**config.mk**
```make
export PLATFORM = sky130hd
export DESIGN_NAME = double_ended_queue
export DESIGN_NICKNAME = d
export VERILOG_FILES = /design/src/hdl/deq_pkg.sv /design/src/hdl/double_ended_queue.sv /design/src/hdl/deq_ctrl.sv /design/src/hdl/deq_datapath.sv
export SDC_FILE = /design/constraint.sdc
export NUM_CORES = 1
export LEC_CHECK = 0
export BUFFER_PORTS_ARGS = -buffer_cell sky130_fd_sc_hd__buf_2
export CAP_MARGIN = 0
export CORE_AREA = 4 4 203 205
export DETAILED_ROUTE_END_ITERATION = 8
export DIE_AREA = 0 0 207 209
export GPL_ROUTABILITY_DRIVEN = 0
export MAX_ROUTING_LAYER = met4
export PLACE_DENSITY = 0.89
export SLEW_MARGIN = 25
export SYNTH_ARGS = -nofsm -noshare
export SYNTH_HDL_FRONTEND = slang
export SYNTH_HIERARCHICAL = 1
export SYNTH_SLANG_ARGS = --single-unit
```
**constraint.sdc**
```tcl
create_clock -name clock -period 6.2 [get_ports clock]
set_clock_uncertainty 0.1 [all_clocks]
set_input_delay 0.62 -clock clock [delete_from_list [all_inputs] [get_ports clock]]
set_output_delay 0.62 -clock clock [all_outputs]
set_load 0.01 [all_outputs]
```
**src/hdl/deq_pkg.sv**
```systemverilog
`default_nettype none
// ----------------------------------------------------------------------------
// deq_pkg
// Shared types and codes for the double-ended queue: command and status
// codes, controller states and the command/status bundles between the
// controller and the datapath.
// ----------------------------------------------------------------------------
package deq_pkg;

   // default number of ring slots
   localparam int DEQ_DEPTH = 16;

   // field widths
   localparam int CMD_W    = 3;
   localparam int VALUE_W  = 32;
   localparam int STATUS_W = 2;

   // command codes, anything else behaves as a query
   localparam logic [CMD_W-1:0] CMD_PUSH_FRONT = 3'd0;
   localparam logic [CMD_W-1:0] CMD_PUSH_REAR  = 3'd1;
   localparam logic [CMD_W-1:0] CMD_POP_FRONT  = 3'd2;
   localparam logic [CMD_W-1:0] CMD_POP_REAR   = 3'd3;
   localparam logic [CMD_W-1:0] CMD_QUERY      = 3'd4;

   // status codes
   localparam logic [STATUS_W-1:0] STATUS_OK    = 2'd0;
   localparam logic [STATUS_W-1:0] STATUS_EMPTY = 2'd1;
   localparam logic [STATUS_W-1:0] STATUS_FULL  = 2'd2;

   // controller states
   typedef enum logic {
      ST_IDLE,
      ST_EXEC
   } deq_state_type;

   // controller to datapath
   typedef struct packed {
      logic load;   // capture the request word
      logic exec;   // carry out the captured command
   } deq_cmd_type;

   // datapath to controller
   typedef struct packed {
      logic out_free;   // result register can take a new word this cycle
   } deq_status_type;

endpackage

`default_nettype wire

```
**src/hdl/double_ended_queue.sv**
```systemverilog
`default_nettype none
// ----------------------------------------------------------------------------
// double_ended_queue
// Bounded double-ended queue of signed 32-bit words kept in a ring buffer.
// Push and pop at either end, query for empty; one result word per request.
//
//   channel  direction  handshake            payload
//   req      in         req_valid/req_stall  req_cmd, req_value
//   rsp      out        rsp_valid/rsp_stall  rsp_read_value, rsp_status,
//                                            rsp_now_empty
//
// A request word is handled in two steps: capture, then the single slot
// memory access and pointer update; the next word is taken after both.
// The result word sits in an output register; a new request is taken while
// it waits, and its execute step holds until that register is free.
// Synchronous reset empties the queue; slot contents are not cleared.
// ----------------------------------------------------------------------------
module double_ended_queue
   import deq_pkg::*;
#(
   parameter int DEPTH = DEQ_DEPTH
)(
   input  wire logic                       clock,
   input  wire logic                       reset,
   input  wire logic                       req_valid,
   output      logic                       req_stall,
   input  wire logic        [CMD_W-1:0]    req_cmd,
   input  wire logic signed [VALUE_W-1:0]  req_value,
   output      logic                       rsp_valid,
   input  wire logic                       rsp_stall,
   output      logic signed [VALUE_W-1:0]  rsp_read_value,
   output      logic        [STATUS_W-1:0] rsp_status,
   output      logic                       rsp_now_empty
);

   deq_cmd_type    dp_cmd;
   deq_status_type dp_status;

   // sequencing
   deq_ctrl u_ctrl (
      .clock     (clock),
      .reset     (reset),
      .req_valid (req_valid),
      .req_stall (req_stall),
      .dp_cmd    (dp_cmd),
      .dp_status (dp_status)
   );

   // ring buffer and result register
   deq_datapath #(
      .DEPTH (DEPTH)
   ) u_datapath (
      .clock          (clock),
      .reset          (reset),
      .dp_cmd         (dp_cmd),
      .dp_status      (dp_status),
      .req_cmd        (req_cmd),
      .req_value      (req_value),
      .rsp_valid      (rsp_valid),
      .rsp_stall      (rsp_stall),
      .rsp_read_value (rsp_read_value),
      .rsp_status     (rsp_status),
      .rsp_now_empty  (rsp_now_empty)
   );

endmodule

`default_nettype wire

```
**src/hdl/deq_ctrl.sv**
```systemverilog
`default_nettype none
// ----------------------------------------------------------------------------
// deq_ctrl
// Controller for the double-ended queue: takes a request word, then issues
// the execute step once the result register is free.
// ----------------------------------------------------------------------------
module deq_ctrl
   import deq_pkg::*;
(
   input  wire logic           clock,
   input  wire logic           reset,
   input  wire logic           req_valid,
   output      logic           req_stall,
   output      deq_cmd_type    dp_cmd,
   input  wire deq_status_type dp_status
);

   deq_state_type state_ff;
   deq_state_type state_in;

   // state register
   always_ff @(posedge clock) begin
      if (reset) begin
         state_ff <= ST_IDLE;
      end else begin
         state_ff <= state_in;
      end
   end

   // next state
   always_comb begin
      state_in = state_ff;
      case (state_ff)
         ST_IDLE: begin
            if (req_valid) state_in = ST_EXEC;
         end
         ST_EXEC: begin
            if (dp_status.out_free) state_in = ST_IDLE;
         end
         default: state_in = ST_IDLE;
      endcase
   end

   // outputs
   always_comb begin
      req_stall   = 1'b1;
      dp_cmd.load = 1'b0;
      dp_cmd.exec = 1'b0;
      case (state_ff)
         ST_IDLE: begin
            req_stall   = 1'b0;
            dp_cmd.load = req_valid;
         end
         ST_EXEC: begin
            dp_cmd.exec = dp_status.out_free;
         end
         default: begin
            req_stall = 1'b1;
         end
      endcase
   end

endmodule

`default_nettype wire

```
**src/hdl/deq_datapath.sv**
```systemverilog
`default_nettype none
// ----------------------------------------------------------------------------
// deq_datapath
// Ring buffer datapath: request register, head pointer and fill count,
// slot memory and the result register.
// ----------------------------------------------------------------------------
module deq_datapath
   import deq_pkg::*;
#(
   parameter int DEPTH = DEQ_DEPTH
)(
   input  wire logic                       clock,
   input  wire logic                       reset,
   input  wire deq_cmd_type                dp_cmd,
   output      deq_status_type             dp_status,
   input  wire logic        [CMD_W-1:0]    req_cmd,
   input  wire logic signed [VALUE_W-1:0]  req_value,
   output      logic                       rsp_valid,
   input  wire logic                       rsp_stall,
   output      logic signed [VALUE_W-1:0]  rsp_read_value,
   output      logic        [STATUS_W-1:0] rsp_status,
   output      logic                       rsp_now_empty
);

   localparam int IDX_W = (DEPTH > 1) ? $clog2(DEPTH) : 1;
   localparam int CNT_W = $clog2(DEPTH + 1);
   localparam int SUM_W = CNT_W + 1;

   localparam logic [SUM_W-1:0] DEPTH_S    = SUM_W'(DEPTH);
   localparam logic [CNT_W-1:0] DEPTH_C    = CNT_W'(DEPTH);
   localparam logic [IDX_W-1:0] LAST_INDEX = IDX_W'(DEPTH - 1);

   // captured request word
   logic        [CMD_W-1:0]    cmd_ff;
   logic signed [VALUE_W-1:0]  value_ff;

   // ring pointers
   logic [IDX_W-1:0] head_ff;
   logic [IDX_W-1:0] head_in;
   logic [CNT_W-1:0] count_ff;
   logic [CNT_W-1:0] count_in;

   // result register
   logic                       rsp_valid_ff;
   logic signed [VALUE_W-1:0]  rsp_value_ff;
   logic        [STATUS_W-1:0] rsp_status_ff;
   logic                       rsp_empty_ff;
   logic        [STATUS_W-1:0] status_in;

   // slot memory
   logic signed [VALUE_W-1:0] slots [DEPTH];
   logic                      mem_we;
   logic                      mem_re;
   logic [IDX_W-1:0]          mem_addr;

   // address arithmetic
   logic             is_empty;
   logic             is_full;
   logic [IDX_W-1:0] head_dec;
   logic [IDX_W-1:0] head_inc;
   logic [SUM_W-1:0] rear_sum;
   logic [SUM_W-1:0] last_sum;
   logic [IDX_W-1:0] rear_pos;
   logic [IDX_W-1:0] last_pos;

   assign is_empty = (count_ff == '0);
   assign is_full  = (count_ff >= DEPTH_C);

   assign head_dec = (head_ff == '0) ? LAST_INDEX : head_ff - 1'b1;
   assign head_inc = (head_ff == LAST_INDEX) ? '0 : head_ff + 1'b1;

   // rear free slot and last occupied slot, wrapped once
   assign rear_sum = SUM_W'(head_ff) + SUM_W'(count_ff);
   assign last_sum = rear_sum - 1'b1;
   assign rear_pos = (rear_sum >= DEPTH_S) ? IDX_W'(rear_sum - DEPTH_S) : IDX_W'(rear_sum);
   assign last_pos = (last_sum >= DEPTH_S) ? IDX_W'(last_sum - DEPTH_S) : IDX_W'(last_sum);

   // request capture
   always_ff @(posedge clock) begin
      if (dp_cmd.load) begin
         cmd_ff   <= req_cmd;
         value_ff <= req_value;
      end
   end

   // command decode and next pointers
   always_comb begin
      head_in   = head_ff;
      count_in  = count_ff;
      status_in = STATUS_OK;
      mem_we    = 1'b0;
      mem_re    = 1'b0;
      mem_addr  = head_ff;
      case (cmd_ff)
         CMD_PUSH_FRONT: begin
            if (is_full) begin
               status_in = STATUS_FULL;
            end else begin
               head_in  = head_dec;
               count_in = count_ff + 1'b1;
               mem_we   = dp_cmd.exec;
               mem_addr = head_dec;
            end
         end
         CMD_PUSH_REAR: begin
            if (is_full) begin
               status_in = STATUS_FULL;
            end else begin
               count_in = count_ff + 1'b1;
               mem_we   = dp_cmd.exec;
               mem_addr = rear_pos;
            end
         end
         CMD_POP_FRONT: begin
            if (is_empty) begin
               status_in = STATUS_EMPTY;
            end else begin
               head_in  = head_inc;
               count_in = count_ff - 1'b1;
               mem_re   = 1'b1;
               mem_addr = head_ff;
            end
         end
         CMD_POP_REAR: begin
            if (is_empty) begin
               status_in = STATUS_EMPTY;
            end else begin
               count_in = count_ff - 1'b1;
               mem_re   = 1'b1;
               mem_addr = last_pos;
            end
         end
         default: begin
            status_in = STATUS_OK;
         end
      endcase
   end

   // pointer registers
   always_ff @(posedge clock) begin
      if (reset) begin
         head_ff  <= '0;
         count_ff <= '0;
      end else if (dp_cmd.exec) begin
         head_ff  <= head_in;
         count_ff <= count_in;
      end
   end

   // slot write
   always_ff @(posedge clock) begin
      if (mem_we) begin
         slots[mem_addr] <= value_ff;
      end
   end

   // slot read straight into the result word
   always_ff @(posedge clock) begin
      if (dp_cmd.exec) begin
         rsp_value_ff  <= mem_re ? slots[mem_addr] : '0;
         rsp_status_ff <= status_in;
         rsp_empty_ff  <= (count_in == '0);
      end
   end

   // result valid
   always_ff @(posedge clock) begin
      if (reset) begin
         rsp_valid_ff <= 1'b0;
      end else if (dp_cmd.exec) begin
         rsp_valid_ff <= 1'b1;
      end else if (!rsp_stall) begin
         rsp_valid_ff <= 1'b0;
      end
   end

   assign dp_status.out_free = !rsp_valid_ff || !rsp_stall;

   assign rsp_valid      = rsp_valid_ff;
   assign rsp_read_value = rsp_value_ff;
   assign rsp_status     = rsp_status_ff;
   assign rsp_now_empty  = rsp_empty_ff;

endmodule

`default_nettype wire

```
# Word-level counts from Yosys, hierarchy flattened

Memory sizes are Yosys's and may differ from the RTL's. A register that Yosys moved wholly into a read port is not among the register bits.
Cells that the tools add are included.
Widths: inputs -> output; s select.

Register bits: 49
Bits in writable memories: 512
Input port bits: 39
Output and inout port bits: 37
Word-level logic and storage cells: 69
Memories kept: 1

Memory list:

| name             | words | width | rd ports | clocked after memory_dff | write ports | line               | text |
|---|---|---|---|---|---|---|---|
| u_datapath.slots | 16    | 32    | 1        | 1                        | 1           | deq_datapath.sv:51 | `logic signed [VALUE_W-1:0] slots [DEPTH];` |

Add/sub/neg operators: 8
Order comparisons: 3
Eq/ne operators: 6
Mux-type cells: 30
Bitwise gates (word level): 1
Reduce and logical (&&, ||, !) cells: 12

Operators by type and width:

| cell                | count |
|---|---|
| $mux 4              | 8 |
| $mux 1              | 14 |
| $ge 6x5->1 const B  | 2 |
| $pmux 4 s3          | 1 |
| $sub 4x1->4 const B | 3 |
| $logic_not 5->1     | 2 |
| $mux 5              | 2 |
| $pmux 5 s2          | 1 |
| $pmux 4 s2          | 1 |
| $add 4x5->6         | 1 |
| $eq 3x2->1 const B  | 2 |
| $sub 6x1->6 const B | 1 |
| $add 5x1->5 const B | 1 |
| $ge 5x5->1 const B  | 1 |
| $sub 5x1->5 const B | 1 |
| $add 4x1->4 const B | 1 |
| $eq 4x4->1 const B  | 1 |
| $logic_not 4->1     | 1 |
| $pmux 2 s2          | 1 |
| $reduce_or 2->1     | 2 |
| $eq 3x1->1 const B  | 1 |
| $logic_not 1->1     | 3 |
| $logic_not 3->1     | 1 |
| $reduce_and 3->1    | 1 |
| other kinds (7)     | 7 |

# Logic depth before layout (Yosys ltp)

Word-level depth: 7
Depth in mapped cells: 13
Gate-level depth less buffers: 10

# Cells and area by module

The synthesis kept the hierarchy.

By module, submodules not included:

| module       | instances | cells an instance | area each (µm²) | sequential area each (µm²) |
|---|---|---|---|---|
| deq_datapath | 1         | 1327              | 24026.8         | 17677.0 |
| deq_ctrl     | 1         | 5                 | 48.8            | 20.0 |

# Worst setup path before layout

No wires, ideal clock.

Path type: flip-flop to flip-flop
From: register u_datapath.count_ff[0]
To: memory u_datapath.slots[2][0] (enable)
Setup time: 0.421 ns
Arrival: 3.913 ns
Data required time: 5.679 ns
Setup slack: 1.766 ns
Cell stages (with the launch flop): 12
Path buffers: 3
Clock period less this slack: 4.434 ns
Path through: dfxtp_1 -> ha_1 -> fa_1 -> inv_1 -> ha_1 -> or4b_1 -> nand3_1 -> buf_2 -> buf_4 -> buf_4 -> or3_1 -> nor2_1

Word-level cells in the longest chain between the ends: 6
Elaborated cells between the ends (all ways): 18
Classes of those cells: add/sub: 4; order compare: 3; mux: 10; reduce/logical: 1

Ends and longest elaborated chain:

| item                                             | line                | text |
|---|---|---|
| start, declared                                  | deq_datapath.sv:40  | `logic [CNT_W-1:0] count_ff;` |
| start signal, assigned                           | deq_datapath.sv:146 | `count_ff <= count_in;` |
| $add 4x5->6                                      | deq_datapath.sv:73  | `assign rear_sum = SUM_W'(head_ff) + SUM_W'(count_ff);` |
| $sub 6x1->6                                      | deq_datapath.sv:74  | `assign last_sum = rear_sum - 1'b1;` |
| $ge 6x5->1 / $sub 4x1->4 (equally long branches) | deq_datapath.sv:76  | `assign last_pos = (last_sum >= DEPTH_S) ? IDX_W'(last_sum - DEPTH_S) : IDX_W'(last_sum);` |
| $mux 4                                           | deq_datapath.sv:76  |  |
| $mux 4                                           | deq_datapath.sv:125 | `if (is_empty) begin` |
| $pmux 4 s3                                       | deq_datapath.sv:94  | `case (cmd_ff)` |
| end, declared                                    | deq_datapath.sv:51  |  |

Parallel ways exist; a longest one is shown, timed or not.

# Final worst setup path

From: register u_datapath.head_ff[0]
To: register u_datapath.rsp_value_ff[14], in the netlist u_datapath/rsp_read_value[14] (read register of u_datapath.slots), data pin

Word-level cells in the longest chain between the ends: 6
Elaborated cells between the ends (all ways): 15
Classes of those cells: add/sub: 5; order compare: 2; mux: 7; reduce/logical: 1

Ends and longest elaborated chain:

| item                                             | line                | text |
|---|---|---|
| start, declared                                  | deq_datapath.sv:38  | `logic [IDX_W-1:0] head_ff;` |
| start signal, assigned                           | deq_datapath.sv:145 | `head_ff <= head_in;` |
| $add 4x5->6                                      | deq_datapath.sv:73  |  |
| $sub 6x1->6                                      | deq_datapath.sv:74  |  |
| $ge 6x5->1 / $sub 4x1->4 (equally long branches) | deq_datapath.sv:76  |  |
| $mux 4                                           | deq_datapath.sv:76  |  |
| $mux 4                                           | deq_datapath.sv:125 |  |
| $pmux 4 s3 *                                     | deq_datapath.sv:94  |  |
| end, declared                                    | deq_datapath.sv:45  | `logic signed [VALUE_W-1:0] rsp_value_ff;` |

Mark *: on every way between the ends. The rest lies on a longest branch, timed or not.
A chain may end at the register's enable or synchronous reset.

==> out/qor.yml <==
detailed_routing:
  viasPerCell: 6.28
  first_iter_violations: 1216
  drt_pass1_iterations: 6
  routed_wl_mm: 50.6
  num_vias: 12500
  ant_nets: 0
  drt-wirelength-per-cell_um: 25.4
  remaining_drc_errors: 0
global_routing:
  grt_overflow: 0
  track_usage_pct: 23.6
  grt_util_met3_pct: 3.99
  busiest_layer: "met2"
  grt_pass1_wl_mm: 76.4
  grt_max_degree: 153
  use_met1_pct: 30.3
  grt_use_met2_pct: 39.8
  grt_pass1_vias: 12600
  antenna_found_initial: 0
clock_tree:
  cts_resized: 0
  htreeDepth: 2
  cts-root-buf: "clkbuf_16"
  hold_buffers: 0
  clock_latency_ns: 0.59
  cts_buffers: 56
  cts_setup_buffers: 0
  cts.sinks: 593
  cts_tree: "yes"
  clk_pin_slew_ns: 0.07
  clk_path_buf_depth: 3
worst_setup_path:
  r2r-end: "u_datapath/rsp_read_value[14]"
  reg2reg_slack_ns: 1.23
  reg2reg_depth: 12
  cp_common_cell: "mux2i_1"
  crit_fanout: 81
  critPathKind: "register to register"
  r2r-start: "u_datapath/head_ff[0]"
  worstPathRequired_ns: 6.41
  start_kind: "register"
  cp.arrival_ns: 5.18
  cp_top_family: "adder cells"
  cp_num_buf_inv: 3
  critPathMaxStageDelay_ns: 0.56
  crit_path_cell_trace: "ha_1, fa_1, inv_1, ha_1, or4b_1, nand3_4, buf_12, buf_16, mux2i_1, mux2i_1, mux2i_1, o22ai_1"
  critPathSlowestCell: "nand3_4"
  cp-end-kind: "register"
yosys:
  synth_enable_flop_cells: 582
  yosysMostFrequentCell: "edfxtp_1"
  synth_top_area_share_pct: 72.6
  synthCells: 1332
  synth_area_leader_cell: "edfxtp_1"
  synth.net_count: 1382
  synth_top_flop_cell: "edfxtp_1"
  yosys-top-cells-count: "edfxtp_1 (582), mux2i_1 (452), nor2_1 (42), o22ai_1 (35), buf_4 (34)"
  syn_area_per_cell_um2: 18.1
  ys_top_cells_by_area: "edfxtp_1 (73%), mux2i_1 (19%), buf_4 (1.1%)"
  async_flop_share_pct: 0
  synth_cell_types: 57
  ys_ff_latch: 593
  ys_seq_area_share_pct: 73.5
  syn_area_mm2: 0.0241
  yosysWarningCount: 6
power:
  p_int_mw: 6.76
  pwr-share-seq_pct: 52.5
  power_leakage_nw: 9.95
  ir_drop_mv: 0.296
  p_sw_mw: 1.84
  clockPowerShare_pct: 40.6
  power.density_mw_per_mm2: 320
  p_comb_share_pct: 6.9
  p_sw_share_pct: 21.4
place:
  dp_hpwl_mm: 26.9
  io_buffers: 75
  dpl_cell_area_mm2: 0.0250
status:
  status: "complete, no violations"
sta:
  tightest_slew_ns: 1.09
  finalSetupTns_ns: 0
  max_freq_ghz: 0.201
  setup_viol: 0
  holdWs_ns: 0.0917
  hold_viol: 0
  slew_headroom_pct: 27.4
  rsz0062_at_grt: "no"
  drv_slew: 0
  period_share_pct: 80.1
  fin_crit_ns: 4.97
flow_run:
  drv_cap: 0
layout:
  drive_gt1_share_pct: 14.8
  antennaDiodeCount: 0
  fin_area_mm2: 0.0269
  areaGrowthSynthToFinish_pct: 11.6
  nets: 1470
worst_hold_path:
  hp-class: "input pin to register"
  hold_depth: 1
  hp-start: "req_value[8]"
  holdPathEnd: "u_datapath/value_ff[8]"
floorplan:
  io-pin-count: 76
  die_y_um: 209
  core_mm2: 0.0395
  rows: 73
  die_w_um: 207
  dieArea_mm2: 0.0433
  floorplan.initialDensity_pct: 61.0
layout make-up:
type	instances	area [µm²]
inverter	10	37.5
sequential	593	17700
fill	2431	12600
multi-input combinational	656	5990
clock inverter	36	417
clock buffer	66	1460
tap	525	657
timing repair buffer	103	618
state kept, by name, summed over array words and instances (netlist names):
name,count
u_datapath/slots,512
u_datapath/rsp_read_value,32
u_datapath/value_ff,32
u_datapath/count_ff,5
u_datapath/head_ff,4
u_datapath/cmd_ff,3
u_datapath/rsp_status,2
u_ctrl/state_ff,1
u_datapath/rsp_now_empty,1
u_datapath/rsp_valid,1
cell families (layout without fill, tap and decap cells):
logic type	Yosys count	after routing	synth area share (%)
DFF	593	593	73.5
muxes	452	452	18.8
buffers and inverters	83	215	2.35
AOI/OAI and AO/OA	80	80	2.19
xor gates and xnor gates	10	10	0.421
adders and majority gates	11	11	0.603
and+or+nand+nor	103	103	2.14
cells in the final DEF (no fill, tap or decap), types with 11 or more instances in the layout:
| cell | n |
|---|---|
| edfxtp_1 | 582 |
| mux2i_1 | 452 |
| buf_2 | 75 |
| clkbuf_16 | 57 |
| o22ai_1 | 35 |
| buf_4 | 26 |
| nor2_1 | 26 |
| nand2_1 | 18 |
| nor2_4 | 16 |
| clkinv_2 | 13 |
| dfxtp_1 | 11 |
worst max-delay path by stage:
| stage | from | endpoint | slack (ns) | depth (start not counted) |
|---|---|---|---|---|
| 4_1_cts | u_datapath/head_ff[0] | u_datapath/slots[4][12] | 1.38 | 10 |
| 3_5_place_dp | u_datapath/head_ff[0] | u_datapath/rsp_read_value[15] | 1.43 | 11 |
| 3_3_place_gp | u_datapath/head_ff[0] | u_datapath/slots[4][17] | 1.55 | 10 |
| 2_1_floorplan | u_datapath/count_ff[0] | u_datapath/slots[2][0] | 1.77 | 11 |
| 6_report | u_datapath/head_ff[0] | u_datapath/rsp_read_value[14] | 1.23 | 12 |
| 5_1_grt | u_datapath/head_ff[0] | u_datapath/rsp_read_value[15] | 1.07 | 12 |
layer usage:
| metal | part of all wire (%) | vias up |
|---|---|---|
| met5 | 0 | - |
| met4 | 2.3 | 0 |
| met3 | 7.3 | 107 |
| met2 | 52 | 555 |
| met1 | 39 | 6414 |
| li1 | - | 5413 |
worst register-to-register path, stage by stage, from the launching register on:
cell	delay, ns
dfxtp_1	0.43
ha_1	0.29
fa_1	0.54
inv_1	0.07
ha_1	0.28
or4b_1	0.52
nand3_4	0.56
buf_12	0.49
buf_16	0.53
mux2i_1	0.42
mux2i_1	0.16
mux2i_1	0.21
o22ai_1	0.10
power groups by stage:
stage	Combinational [mW]	Clock, mW	Sequential [mW]
6_report	0.596	3.49	4.51
3_3_place_gp	0.566	0	4.59
4_1_cts	0.594	3.54	4.51
5_1_grt	0.632	3.72	4.52
3_5_place_dp	0.586	0	4.60
2_1_floorplan	0.473	0	4.57
stage by stage:
stage               utilization [%]  power, mW  setup WS [ns]  instances
finish                         68.1       8.60           1.23       1989
floorplan                         -       5.05           1.77       1332
CTS                            68.0       8.64           1.38       1988
detailed placement             63.3       5.18           1.43       1886
global placement               63.3       5.16           1.55       1886
global route                   68.1       8.87           1.07       1989
Power figures use the tool's default switching activity.
